<file path="src/design/tsm_pkg.sv">
// ----------------------------------------------------------------------------
// tsm_pkg: shared types and constants for the table segment morph block
// Commands, register indexes, sequencer states and fixed-point constants.
// ----------------------------------------------------------------------------
package tsm_pkg;

   localparam int VAL_W     = 24;                 // Q1.23 sample width
   localparam int W_W       = 16;                 // weight width, 32768 = 1.0
   localparam int NSEG      = 8;                  // segment slots
   localparam int CNT_VAL_W = 26;                 // segment countdown width
   localparam int DIV_NUM_W = VAL_W + 15;         // weight dividend width
   localparam int RND_HALF  = 16384;              // 0.5 in the weight scale

   localparam logic [W_W-1:0]              W_ONE  = 16'h8000;
   localparam logic signed [CNT_VAL_W-1:0] MAXPOS = 26'sd33554431;

   localparam logic [1:0] CSR_MODE = 2'd0;
   localparam logic [1:0] CSR_NSEG = 2'd1;
   localparam logic [1:0] CSR_TLEN = 2'd2;

   typedef enum logic [2:0] {
      CMD_LOAD_ENTRY = 3'd0,
      CMD_LOAD_DUR   = 3'd1,
      CMD_TICK       = 3'd2,
      CMD_READ       = 3'd3,
      CMD_RESTART    = 3'd4
   } cmd_type;

   typedef enum logic [3:0] {
      ST_CLEAR,
      ST_IDLE,
      ST_EXEC,
      ST_DIV,
      ST_SQR,
      ST_SQR_WAIT,
      ST_SWEEP,
      ST_DRAIN,
      ST_ADVANCE,
      ST_READ,
      ST_DONE
   } state_type;

   typedef struct packed {
      logic                    valid;
      logic signed [VAL_W-1:0] a;
      logic signed [VAL_W-1:0] b;
      logic [W_W-1:0]          w;
   } blend_in_type;

   typedef struct packed {
      logic                    valid;
      logic signed [VAL_W-1:0] value;
   } blend_out_type;

endpackage

</file>
<file path="src/design/tsm_div.sv">
// ----------------------------------------------------------------------------
// tsm_div: iterative weight divider
// Restoring division, one quotient bit per cycle. The caller
// guarantees the quotient fits 16 bits (dividend >> 16 below the divisor).
// ----------------------------------------------------------------------------
module tsm_div import tsm_pkg::*; (
   input  logic                 clock,
   input  logic                 reset,
   input  logic                 start,
   input  logic [DIV_NUM_W-1:0] num,
   input  logic [VAL_W-1:0]     den,
   output logic                 done,
   output logic [W_W-1:0]       quo
);

   logic                busy_ff, busy_in;
   logic                done_ff, done_in;
   logic [3:0]          cnt_ff, cnt_in;
   logic [VAL_W-1:0]    rem_ff, rem_in;
   logic [W_W-1:0]      low_ff, low_in;
   logic [W_W-1:0]      quo_ff, quo_in;
   logic [VAL_W-1:0]    den_ff, den_in;

   logic [VAL_W:0]      trial;
   logic [VAL_W:0]      diff;
   logic                ge;

   always_comb begin
      trial   = {rem_ff, low_ff[W_W-1]};
      diff    = trial - {1'b0, den_ff};
      ge      = trial >= {1'b0, den_ff};
      busy_in = busy_ff;
      done_in = 1'b0;
      cnt_in  = cnt_ff;
      rem_in  = rem_ff;
      low_in  = low_ff;
      quo_in  = quo_ff;
      den_in  = den_ff;
      if (start) begin
         busy_in = 1'b1;
         cnt_in  = '0;
         rem_in  = {1'b0, num[DIV_NUM_W-1:W_W]};
         low_in  = num[W_W-1:0];
         den_in  = den;
      end else if (busy_ff) begin
         rem_in = ge ? diff[VAL_W-1:0] : trial[VAL_W-1:0];
         low_in = {low_ff[W_W-2:0], 1'b0};
         quo_in = {quo_ff[W_W-2:0], ge};
         cnt_in = cnt_ff + 4'd1;
         if (cnt_ff == 4'd15) begin
            busy_in = 1'b0;
            done_in = 1'b1;
         end
      end
   end

   always_ff @(posedge clock) begin
      if (reset) begin
         busy_ff <= 1'b0;
         done_ff <= 1'b0;
         cnt_ff  <= '0;
      end else begin
         busy_ff <= busy_in;
         done_ff <= done_in;
         cnt_ff  <= cnt_in;
      end
   end

   always_ff @(posedge clock) begin
      rem_ff <= rem_in;
      low_ff <= low_in;
      quo_ff <= quo_in;
      den_ff <= den_in;
   end

   assign done = done_ff;
   assign quo  = quo_ff;

endmodule

</file>
<file path="config.mk">
export PLATFORM = sky130hd
export DESIGN_NAME = tsm_div
export DESIGN_NICKNAME = d
export VERILOG_FILES = /design/src/design/tsm_pkg.sv /design/src/design/tsm_div.sv
export SDC_FILE = /design/constraint.sdc
export NUM_CORES = 1
export LEC_CHECK = 0
export BUFFER_PORTS_ARGS = -buffer_cell sky130_fd_sc_hd__buf_2
export CAP_MARGIN = 40
export CORE_ASPECT_RATIO = 1.75
export CORE_UTILIZATION = 55
export DETAILED_ROUTE_END_ITERATION = 6
export PLACE_DENSITY_LB_ADDON = 0.25
export SLEW_MARGIN = 15
export SYNTH_ARGS = -nofsm -noshare
export SYNTH_HDL_FRONTEND = slang
export SYNTH_SLANG_ARGS = --single-unit
</file>
<file path="constraint.sdc">
create_clock -name clock -period 3.45 [get_ports clock]
set_clock_uncertainty 0.05 [all_clocks]
set_input_delay 0.1725 -clock clock [delete_from_list [all_inputs] [get_ports clock]]
set_output_delay 0.1725 -clock clock [all_outputs]
set_load 0.03 [all_outputs]
</file>
==> flow_summary.ini <==
[synth]
synth_cell_types = 61
synth_edf_count = 79
ys_async_sr_fraction_pct = 0
avgSynthCellArea_um2 = 11.42
synthCells = 430
yosysTopAreaCell = edfxtp_1
syn-cell-area_um2 = 4910
yosysWarnings = 0
synthDominantCellAreaShare_pct = 48.32
ys_seq_area_share_pct = 51.17
synthFlopType = edfxtp_1
synth_fp_nets = 522
ys_ff_latch = 86
synthTopCellsByArea = edfxtp_1 (48%), ha_1 (6.4%), mux2_2 (3.7%), dfxtp_1 (2.9%), inv_1 (2.6%)

[grt]
grt.busiest_layer = met2
grt_use_met3_pct = 4.495
grt_overflow = 0
grt_max_degree = 49
grt_usage_pct = 25.44
grtUsageMet1_pct = 28.41
antenna_found_initial = 0
grtUsageMet2_pct = 45.59
grt_pass1_vias = 3768
grt_pass1_wl_mm = 17.82

[routing]
first_pass_iters = 5
viasPerCell = 5.618
remaining_drc_errors = 0
ant_nets = 0
drt_wl_total_mm = 10.89
wl_per_cell_um = 16.65
vias = 3674
drt-initial-drc-count = 217

[placement]
place_inst = 613
place.gp.congestion = 0.9263
place_ws_ps = 388.3
place_area_um2 = 5380
numPortBuffers = 82
dpl.hpwl_mm = 7.842

[floorplanning]
dieArea_um2 = 9323
core_um2 = 8671
die_x_um = 73.42
rows = 45
pin_count = 83
start_util_pct = 56.62
die_h_um = 127.0

[clock_tree]
clk_pin_slew_ps = 70
cts_inserted_buffers = 9
clk_latency_ps = 340
cts.path.max_buffers = 2
cts_resized = 0
cts_tree = done
post-cts-setup-buffer-count = 0
cts.sinks = 86
cts_max_level = 3
cts_root_buf = clkbuf_16

[timing]
slew_viol_final = 0
fin_ws_ps = 380.4
worst_pin_slew_ps = 771.1
fin_crit_sh_pct = 88.98
grt_setup_unrepaired = no
fmax_mhz = 325.8
timing_hold_violations_final = 0
slew_headroom_pct = 48.28
fin_tns_setup_ps = 0
fin_crit_ps = 3070
setup_viol = 0

[pwr]
p_per_area_nw_per_um2 = 660.3
power_frac_clock_pct = 25.7
p_int_uw = 2533
p_leak_uw = 0.002427
swShare_pct = 35.44
pwr-share-comb_pct = 38.4
switchingPower_uw = 1391
peakVddDrop_mv = 0.5190
seq_power_share_pct = 35.9

[setup_path]
setup.worst_path.start = rem_ff[2]
crit_type = flop to flop
rr_startpoint = rem_ff[2]
cp_max_fo = 25
cp-end-kind = flop
crit_required_ps = 3500
ff2ff_path_depth = 9
cp.arrival_ps = 3120
cp-start-kind = flop
r2r_slack_ps = 380

[finish]
final_cell_mix = buf_2 (82), edfxtp_1 (79), inv_1 (34), nand2_1 (33)
syn_to_final_growth_pct = 21.02
final_common_cell = buf_2
layout.cells.non_filler = 654
antenna_cells = 0
design_area_um2 = 5942
final_util_pct = 68.53
fillers = 713
nets = 624
drive_above_1_share_pct = 25.33

[job]
maxCapViolations = 0

[worst_hold_path]
worstHoldPathType = input pin to flop
hold_depth = 1
min_from = start

[outcome]
outcome = complete, no violations
## cells in the mapped netlist, types with 3 or more instances
| master | instances |
|---|---|
| xnor2_1 | 13 |
| clkbuf_2 | 3 |
| o21a_1 | 5 |
| o311ai_0 | 9 |
| nor2_1 | 22 |
| nor2b_1 | 5 |
| nand4_1 | 15 |
| and2_1 | 8 |
| nand2_1 | 33 |
| ha_1 | 25 |
| nor3_1 | 5 |
| a21oi_1 | 16 |
| mux2_2 | 16 |
| nor3b_1 | 3 |
| a31oi_1 | 6 |
| o21ai_1 | 3 |
| buf_2 | 3 |
| a211oi_1 | 4 |
| xor2_1 | 9 |
| o311ai_2 | 5 |
| clkbuf_1 | 6 |
| nand2b_1 | 4 |
| buf_6 | 5 |
| dfxtp_1 | 7 |
| a41oi_1 | 6 |
| o21ai_0 | 16 |
| inv_1 | 34 |
| edfxtp_1 | 79 |
| nand3_1 | 14 |
| o31ai_1 | 4 |
| a21o_1 | 10 |
## flip-flops by register name, indices dropped and copies added (netlist names)
register,flops
rem_ff,24
done,1
busy_ff,1
quo,16
low_ff,16
cnt_ff,4
den_ff,24
## through the flow
step	total power (µW)	hold WS [ps]
3_3_place_gp	2844	294.5
5_1_grt	4134	60.23
3_5_place_dp	2886	293.3
6_report	3923	47.81
4_1_cts	3926	42.46
2_1_floorplan	2562	194.9
## repair_timing
| item | CTS | global route |
|---|---|---|
| hold buffers | 25 | 0 |
| setup endpoints to repair | 0 | 0 |
| hold endpoints to repair | 25 | 0 |
## routing by layer
metal | vias to the layer above | wire length (µm)
li1 | 1814 | -
met1 | 1755 | 4185
met2 | 89 | 6067
met5 | - | 0
met3 | 16 | 412
met4 | 0 | 221
## path summary, 6_finish.rpt
path,endpoint
max,rem_ff[16]
min,den_ff[17]
max reg2reg,rem_ff[16]
min reg2reg,quo[4]
## power groups by stage
| stage | clock network [µW] | registers, µW | logic [µW] |
|---|---|---|---|
| detailed placement | 0 | 1430 | 1460 |
| global route | 1060 | 1420 | 1650 |
| finish | 1010 | 1410 | 1510 |
| floorplan | 0 | 1420 | 1150 |
| CTS | 1030 | 1410 | 1490 |
| global placement | 0 | 1420 | 1420 |
## final cells by class
| cell class | count | area, µm² | share of cell area [%] |
|---|---|---|---|
| Tap cell | 117 | 146.4 | 2.464 |
| Sequential cell | 86 | 2512 | 42.28 |
| Clock inverter | 7 | 86.33 | 1.453 |
| Clock buffer | 9 | 225.2 | 3.790 |
| Inverter | 35 | 131.4 | 2.211 |
| Multi-Input combinational cell | 287 | 2122 | 35.71 |
| Timing Repair Buffer | 113 | 718.2 | 12.09 |
## critical path, stage by stage, from the launching register on
cell      delay (ps)
edfxtp_1         400
ha_1             380
a21o_2           230
a21oi_1          270
a211oi_2         130
o21ai_1          180
a211o_2          200
a21o_2           460
a211oi_1         150
a311o_2          380
## logic make-up after synthesis
| logic type | count (synthesis) | share of synthesized area (%) |
|---|---|---|
| simple gates | 119 | 12.21 |
| xor+xnor | 22 | 3.925 |
| flops | 86 | 51.17 |
| buf+inv | 57 | 5.606 |
| compound gates | 103 | 16.44 |
| fa+ha+maj | 26 | 6.779 |
| mux | 17 | 3.874 |
No activity file was read; power rests on OpenSTA's default activity.
