## config.mk

```make
export PLATFORM = sky130hd
export DESIGN_NAME = tsm_blend
export DESIGN_NICKNAME = d
export VERILOG_FILES = /design/src/design/tsm_pkg.sv /design/src/design/tsm_blend.sv
export SDC_FILE = /design/constraint.sdc
export NUM_CORES = 1
export LEC_CHECK = 0
export ABC_AREA = 1
export BUFFER_PORTS_ARGS = -buffer_cell sky130_fd_sc_hd__buf_2
export CAP_MARGIN = 20
export CORE_UTILIZATION = 60
export CTS_CLUSTER_SIZE = 30
export DETAILED_ROUTE_END_ITERATION = 10
export HOLD_SLACK_MARGIN = 0.06
export PLACE_DENSITY = 0.86
export REMOVE_ABC_BUFFERS = 1
export SYNTH_ARGS = -nofsm -noshare
export SYNTH_HDL_FRONTEND = slang
export SYNTH_SLANG_ARGS = --single-unit
```

## constraint.sdc

```tcl
create_clock -name clock -period 6.45 [get_ports clock]
set_input_delay 0.9675 -clock clock [delete_from_list [all_inputs] [get_ports clock]]
set_output_delay 0.9675 -clock clock [all_outputs]
set_load 0.01 [all_outputs]
```

## src/design/tsm_pkg.sv

```systemverilog
// ----------------------------------------------------------------------------
// tsm_pkg: shared types and constants for the table segment morph block
// Commands, register indexes, sequencer states and fixed-point constants.
// ----------------------------------------------------------------------------
package tsm_pkg;

   localparam int VAL_W     = 24;                 // Q1.23 sample width
   localparam int W_W       = 16;                 // weight width, 32768 = 1.0
   localparam int NSEG      = 8;                  // segment slots
   localparam int CNT_VAL_W = 26;                 // segment countdown width
   localparam int DIV_NUM_W = VAL_W + 15;         // weight dividend width
   localparam int RND_HALF  = 16384;              // 0.5 in the weight scale

   localparam logic [W_W-1:0]              W_ONE  = 16'h8000;
   localparam logic signed [CNT_VAL_W-1:0] MAXPOS = 26'sd33554431;

   localparam logic [1:0] CSR_MODE = 2'd0;
   localparam logic [1:0] CSR_NSEG = 2'd1;
   localparam logic [1:0] CSR_TLEN = 2'd2;

   typedef enum logic [2:0] {
      CMD_LOAD_ENTRY = 3'd0,
      CMD_LOAD_DUR   = 3'd1,
      CMD_TICK       = 3'd2,
      CMD_READ       = 3'd3,
      CMD_RESTART    = 3'd4
   } cmd_type;

   typedef enum logic [3:0] {
      ST_CLEAR,
      ST_IDLE,
      ST_EXEC,
      ST_DIV,
      ST_SQR,
      ST_SQR_WAIT,
      ST_SWEEP,
      ST_DRAIN,
      ST_ADVANCE,
      ST_READ,
      ST_DONE
   } state_type;

   typedef struct packed {
      logic                    valid;
      logic signed [VAL_W-1:0] a;
      logic signed [VAL_W-1:0] b;
      logic [W_W-1:0]          w;
   } blend_in_type;

   typedef struct packed {
      logic                    valid;
      logic signed [VAL_W-1:0] value;
   } blend_out_type;

endpackage

```

## src/design/tsm_blend.sv

```systemverilog
// ----------------------------------------------------------------------------
// tsm_blend: pipelined crossfade unit
// a + round((b - a) * w / 32768), saturated to Q1.23. Three register stages,
// one operation accepted per cycle. Also used to square the weight.
// ----------------------------------------------------------------------------
module tsm_blend import tsm_pkg::*; #(
   parameter int TAG_W = 9
) (
   input  logic               clock,
   input  logic               reset,
   input  blend_in_type       blend_in,
   input  logic [TAG_W-1:0]   in_tag,
   output blend_out_type      blend_out,
   output logic [TAG_W-1:0]   out_tag,
   output logic               busy
);

   localparam int PROD_W = VAL_W + 1 + W_W + 1;
   localparam int Q_W    = PROD_W - 15;
   localparam int SUM_W  = Q_W + 1;

   localparam logic signed [SUM_W-1:0] VMAX = SUM_W'(8388607);
   localparam logic signed [SUM_W-1:0] VMIN = -SUM_W'(8388608);

   logic                     v1_ff, v2_ff, v3_ff;
   logic signed [VAL_W:0]    diff1_ff;
   logic signed [VAL_W-1:0]  a1_ff, a2_ff;
   logic [W_W-1:0]           w1_ff;
   logic [TAG_W-1:0]         tag1_ff, tag2_ff, tag3_ff;
   logic signed [PROD_W-1:0] prod2_ff;
   logic signed [VAL_W-1:0]  val3_ff;

   logic signed [VAL_W:0]    diff1_in;
   logic signed [PROD_W-1:0] prod2_in;
   logic signed [PROD_W-1:0] rnd;
   logic signed [Q_W-1:0]    q;
   logic signed [SUM_W-1:0]  sum;
   logic signed [VAL_W-1:0]  val3_in;

   always_comb begin
      diff1_in = $signed({blend_in.b[VAL_W-1], blend_in.b})
               - $signed({blend_in.a[VAL_W-1], blend_in.a});
      prod2_in = diff1_ff * $signed({1'b0, w1_ff});
      rnd      = prod2_ff + PROD_W'(RND_HALF);
      // arithmetic shift: floor division by 32768
      q        = rnd[PROD_W-1:15];
      sum      = $signed({{(SUM_W-VAL_W){a2_ff[VAL_W-1]}}, a2_ff})
               + $signed({q[Q_W-1], q});
      if (sum > VMAX) begin
         val3_in = VMAX[VAL_W-1:0];
      end else if (sum < VMIN) begin
         val3_in = VMIN[VAL_W-1:0];
      end else begin
         val3_in = sum[VAL_W-1:0];
      end
   end

   always_ff @(posedge clock) begin
      if (reset) begin
         v1_ff <= 1'b0;
         v2_ff <= 1'b0;
         v3_ff <= 1'b0;
      end else begin
         v1_ff <= blend_in.valid;
         v2_ff <= v1_ff;
         v3_ff <= v2_ff;
      end
   end

   always_ff @(posedge clock) begin
      diff1_ff <= diff1_in;
      a1_ff    <= blend_in.a;
      w1_ff    <= blend_in.w;
      tag1_ff  <= in_tag;
      prod2_ff <= prod2_in;
      a2_ff    <= a1_ff;
      tag2_ff  <= tag1_ff;
      val3_ff  <= val3_in;
      tag3_ff  <= tag2_ff;
   end

   assign blend_out.valid = v3_ff;
   assign blend_out.value = val3_ff;
   assign out_tag         = tag3_ff;
   assign busy            = v1_ff | v2_ff | v3_ff;

endmodule

```

==> metrics list <==
- The flow ran to the end, and the final reports show no timing, DRC or antenna violations.
* Congestion Overflow GR: 0
* Post-Synthesis Cells: between 2000 and 3000
* Detail-routed net length per standard cell: 16.77 um
- Yosys instantiated no cell more often than sky130_fd_sc_hd__inv_1.
* Clock Root Buffer: sky130_fd_sc_hd__clkbuf_16
- The worst setup path is launched from a register.
- The synthesized design spends more area on one cell type than any other, namely sky130_fd_sc_hd__fa_1.
* Post-place instance area: between 0.02 and 0.025 sq mm
- Among all flip-flop cells after synthesis, the most frequent one is sky130_fd_sc_hd__dfxtp_1.
- For this run, the number of Yosys warnings is 0.
* Core ar.: 0.03696 sq mm
- Largest clock skew in the final design: 18.69 ps
- The clock passes through at most 2 buffers.
- Post-route antenna net violation count: 0
- Initial antenna violation count: 0
* Most numerous cell types in the synthesized netlist: sky130_fd_sc_hd__inv_1, sky130_fd_sc_hd__nand2_1, sky130_fd_sc_hd__fa_1
- Top cells by area, synth: sky130_fd_sc_hd__fa_1, sky130_fd_sc_hd__dfxtp_1, sky130_fd_sc_hd__inv_1
* Area share of the leading cell type in the synthesized netlist: 0.3437
* Final layout net count: ~3700
* Crit path required time: 6790 ps
- The first detailed-routing pass ran for 5 iterations.
* Detailed placer's ending HPWL: 50.03 mm
- The clock drives ~170 sinks.
* Ant diodes: 0
- Of the available clock period, the critical path in the final layout requires 0.9409.
* Tightest slew margin relative to the limit: 0.4085
- Summing all non-filler instances in the final layout gives an area of 0.02453 sq mm.
- Ratio of cells with drive above 1 in the final layout: 0.07244
- Via total after detailed routing: approximately 19000
- After detailed routing, the number of remaining DRC violations is 0.
- Highest net fanout along the worst path: 14
- The first global-routing pass estimated roughly 99 mm of wire.
* Largest net degree at the start of global routing: 26
* Clock slew at the register clock pins of the worst setup and hold paths: around 80 ps
- STA puts the critical path data arrival time at roughly 6400 ps.
- In this run the number of H-tree levels came out at 4.
* Overall die area: about 0.039 sq mm
* Die Ht: 196.8 um
- Timing would allow up to approximately 160 MHz.
- For the worst-skew pair, the clock arrives at the later sink with an insertion delay of between 400 and 500 ps.
- Averaged over all synthesized cells, the footprint is just under 8 sq um.
- At the end of routability-driven placement, the weighted congestion stood at between 0.9 and 1.
* Share of synthesized area occupied by flip-flops and latches: 0.1503
- After detailed routing, the total wire length is around 60 mm.
- The die is approximately 200 um wide.
* Number of max-capacitance violations reported: 0
* Starting density of the core: 0.6161
* Initial DRC Count: between 1000 and 1500
* Setup-failing EPs final: 0
* Clock tree from TritonCTS: done
- Setup repair after global routing missed its margin: no
* Fin crit period: between 6000 and 7000 ps
- Port buffering added 110 buffers.
- Via-per-instance ratio: roughly 5.3
- Number of distinct library cell variants in the gate-level netlist after synthesis: 40
* Filler Cell Count: approximately 3100
- Fraction of registers with async set/reset: 0
* Type of the tightest min-delay check: register to register
- IO Pins: 111
- Reg2Reg Setup Slack: about 380 ps
* Global Route Usage Sum: 0.3267
- Accumulated negative setup slack: 0 ps
- Final hold violation count: 0
- At the pin with the least slew margin, the transition time is slightly below 900 ps.
- The number of global-route vias before repair was 20300.
* Critical Setup Path Class: register to register
- Post-synthesis instance area: between 0.02 and 0.025 sq mm
- Post-synthesis sequential element count: about 170
- STA classifies the critical path endpoint as a register.
* Footprint of the multi-input gates: approximately 0.016 sq mm
- The area growth from synthesis to layout is 7.709%.
* Pins Over Slew Limit: 0
- Sequential cell area: 0.003426 sq mm
- Cts bufs inserted: 17
- Row Count: 70
- After clock tree synthesis, the setup repair step added 0 buffers.
* Number of synthesized flops with an enable pin: 0
==> repair_timing <==
item | CTS | global route
hold buffers | 0 | 0
setup endpoints to repair | 0 | 2
gates resized for setup | 0 | 3
==> registers in the layout (all words and copies together), names as in the netlist <==
register and flops:
prod2_ff 28, diff1_ff 25, a1_ff 24, a2_ff 24, val3_ff 24, w1_ff 16, out_tag 9, tag1_ff 9
tag2_ff 9, v1_ff 1, v2_ff 1, v3_ff 1
==> area by class of cell <==
type | instances | area share
Multi-Input combinational cell | 1846 | 0.6426
Clock inverter | 15 | 0.008417
Timing Repair Buffer | 158 | 0.03714
Inverter | 844 | 0.1292
Sequential cell | 171 | 0.1397
Tap cell | 504 | 0.02571
Clock buffer | 17 | 0.01734
==> final timing paths <==
path                            cells past startpoint                   end         startpoint
worst min register to register                      0      a2_ff[0]$_DFF_P_   a1_ff[0]$_DFF_P_
worst min-delay path                                0      a2_ff[0]$_DFF_P_   a1_ff[0]$_DFF_P_
worst max register to register                     19  prod2_ff[31]$_DFF_P_  w1_ff[11]$_DFF_P_
worst max-delay path                               19  prod2_ff[31]$_DFF_P_  w1_ff[11]$_DFF_P_
==> cells by family after synthesis <==
| group | Yosys count | share of synthesized area |
|---|---|---|
| XOR/XNOR | 94 | 0.03615 |
| AO/OA/AOI/OAI | 203 | 0.05017 |
| AND/OR/NAND/NOR | 1005 | 0.1780 |
| adder cells (fa/ha/maj) | 544 | 0.4278 |
| flip-flops | 171 | 0.1503 |
| buffers and inverters | 943 | 0.1576 |
==> worst max-delay path, stage by stage, from the launching register on <==
cell and delay [ps]:
sky130_fd_sc_hd__dfxtp_1 760, sky130_fd_sc_hd__buf_4 320, sky130_fd_sc_hd__nand2_1 70, sky130_fd_sc_hd__inv_1 110, sky130_fd_sc_hd__fa_1 410, sky130_fd_sc_hd__fa_1 580, sky130_fd_sc_hd__fa_1 430, sky130_fd_sc_hd__fa_1 480
sky130_fd_sc_hd__fa_1 500, sky130_fd_sc_hd__inv_1 50, sky130_fd_sc_hd__fa_1 470, sky130_fd_sc_hd__inv_1 40, sky130_fd_sc_hd__ha_1 360, sky130_fd_sc_hd__a21oi_1 220, sky130_fd_sc_hd__o21ai_0 190, sky130_fd_sc_hd__a21oi_1 180
sky130_fd_sc_hd__nand2_1 100, sky130_fd_sc_hd__a21oi_1 340, sky130_fd_sc_hd__o21bai_1 150, sky130_fd_sc_hd__xor2_1 180
==> routing by layer <==
metal | up-vias | global-route usage | part of all wire
met1 | 9049 | 0.3976 | 0.40
li1 | 8673 | - | -
met3 | 212 | 0.05749 | 0.069
met4 | 0 | 0.1504 | 0.044
met2 | 843 | 0.5650 | 0.49
met5 | - | 0 | 0
==> cells in the final DEF, fill, tap and decap left out, types with 13 or more instances in the layout <==
| cell | Yosys | routed |
|---|---|---|
| sky130_fd_sc_hd__buf_4 | 1 | 48 |
| sky130_fd_sc_hd__fa_1 | 391 | 391 |
| sky130_fd_sc_hd__nor3_1 | 30 | 30 |
| sky130_fd_sc_hd__nor2_1 | 124 | 124 |
| sky130_fd_sc_hd__dfxtp_1 | 171 | 169 |
| sky130_fd_sc_hd__inv_1 | 843 | 843 |
| sky130_fd_sc_hd__nand3_1 | 56 | 56 |
| sky130_fd_sc_hd__o21bai_1 | 13 | 13 |
| sky130_fd_sc_hd__nand4_1 | 16 | 16 |
| sky130_fd_sc_hd__nand2_1 | 746 | 746 |
| sky130_fd_sc_hd__ha_1 | 153 | 153 |
| sky130_fd_sc_hd__o21ai_0 | 55 | 54 |
| sky130_fd_sc_hd__buf_2 | 0 | 110 |
| sky130_fd_sc_hd__xnor2_1 | 35 | 35 |
| sky130_fd_sc_hd__a21oi_1 | 98 | 98 |
| sky130_fd_sc_hd__xor2_1 | 59 | 59 |
| sky130_fd_sc_hd__clkbuf_16 | 0 | 17 |
==> through the flow <==
stage	std cells	worst slack, ps	hold WS (ps)	utilization
detailed placement	3523	367.3	313.6	0.6464
floorplan	2861	855.6	309.6	-
CTS	3555	320.8	331.5	0.6635
finish	3555	380.9	327.8	0.6636
global placement	3523	313.1	309.6	0.6464
global route	3555	151.4	333.5	0.6636
Power is left out: the tool's default activity adds up to more than one toggle a clock period on the data nets, which glitch-free logic cannot reach.
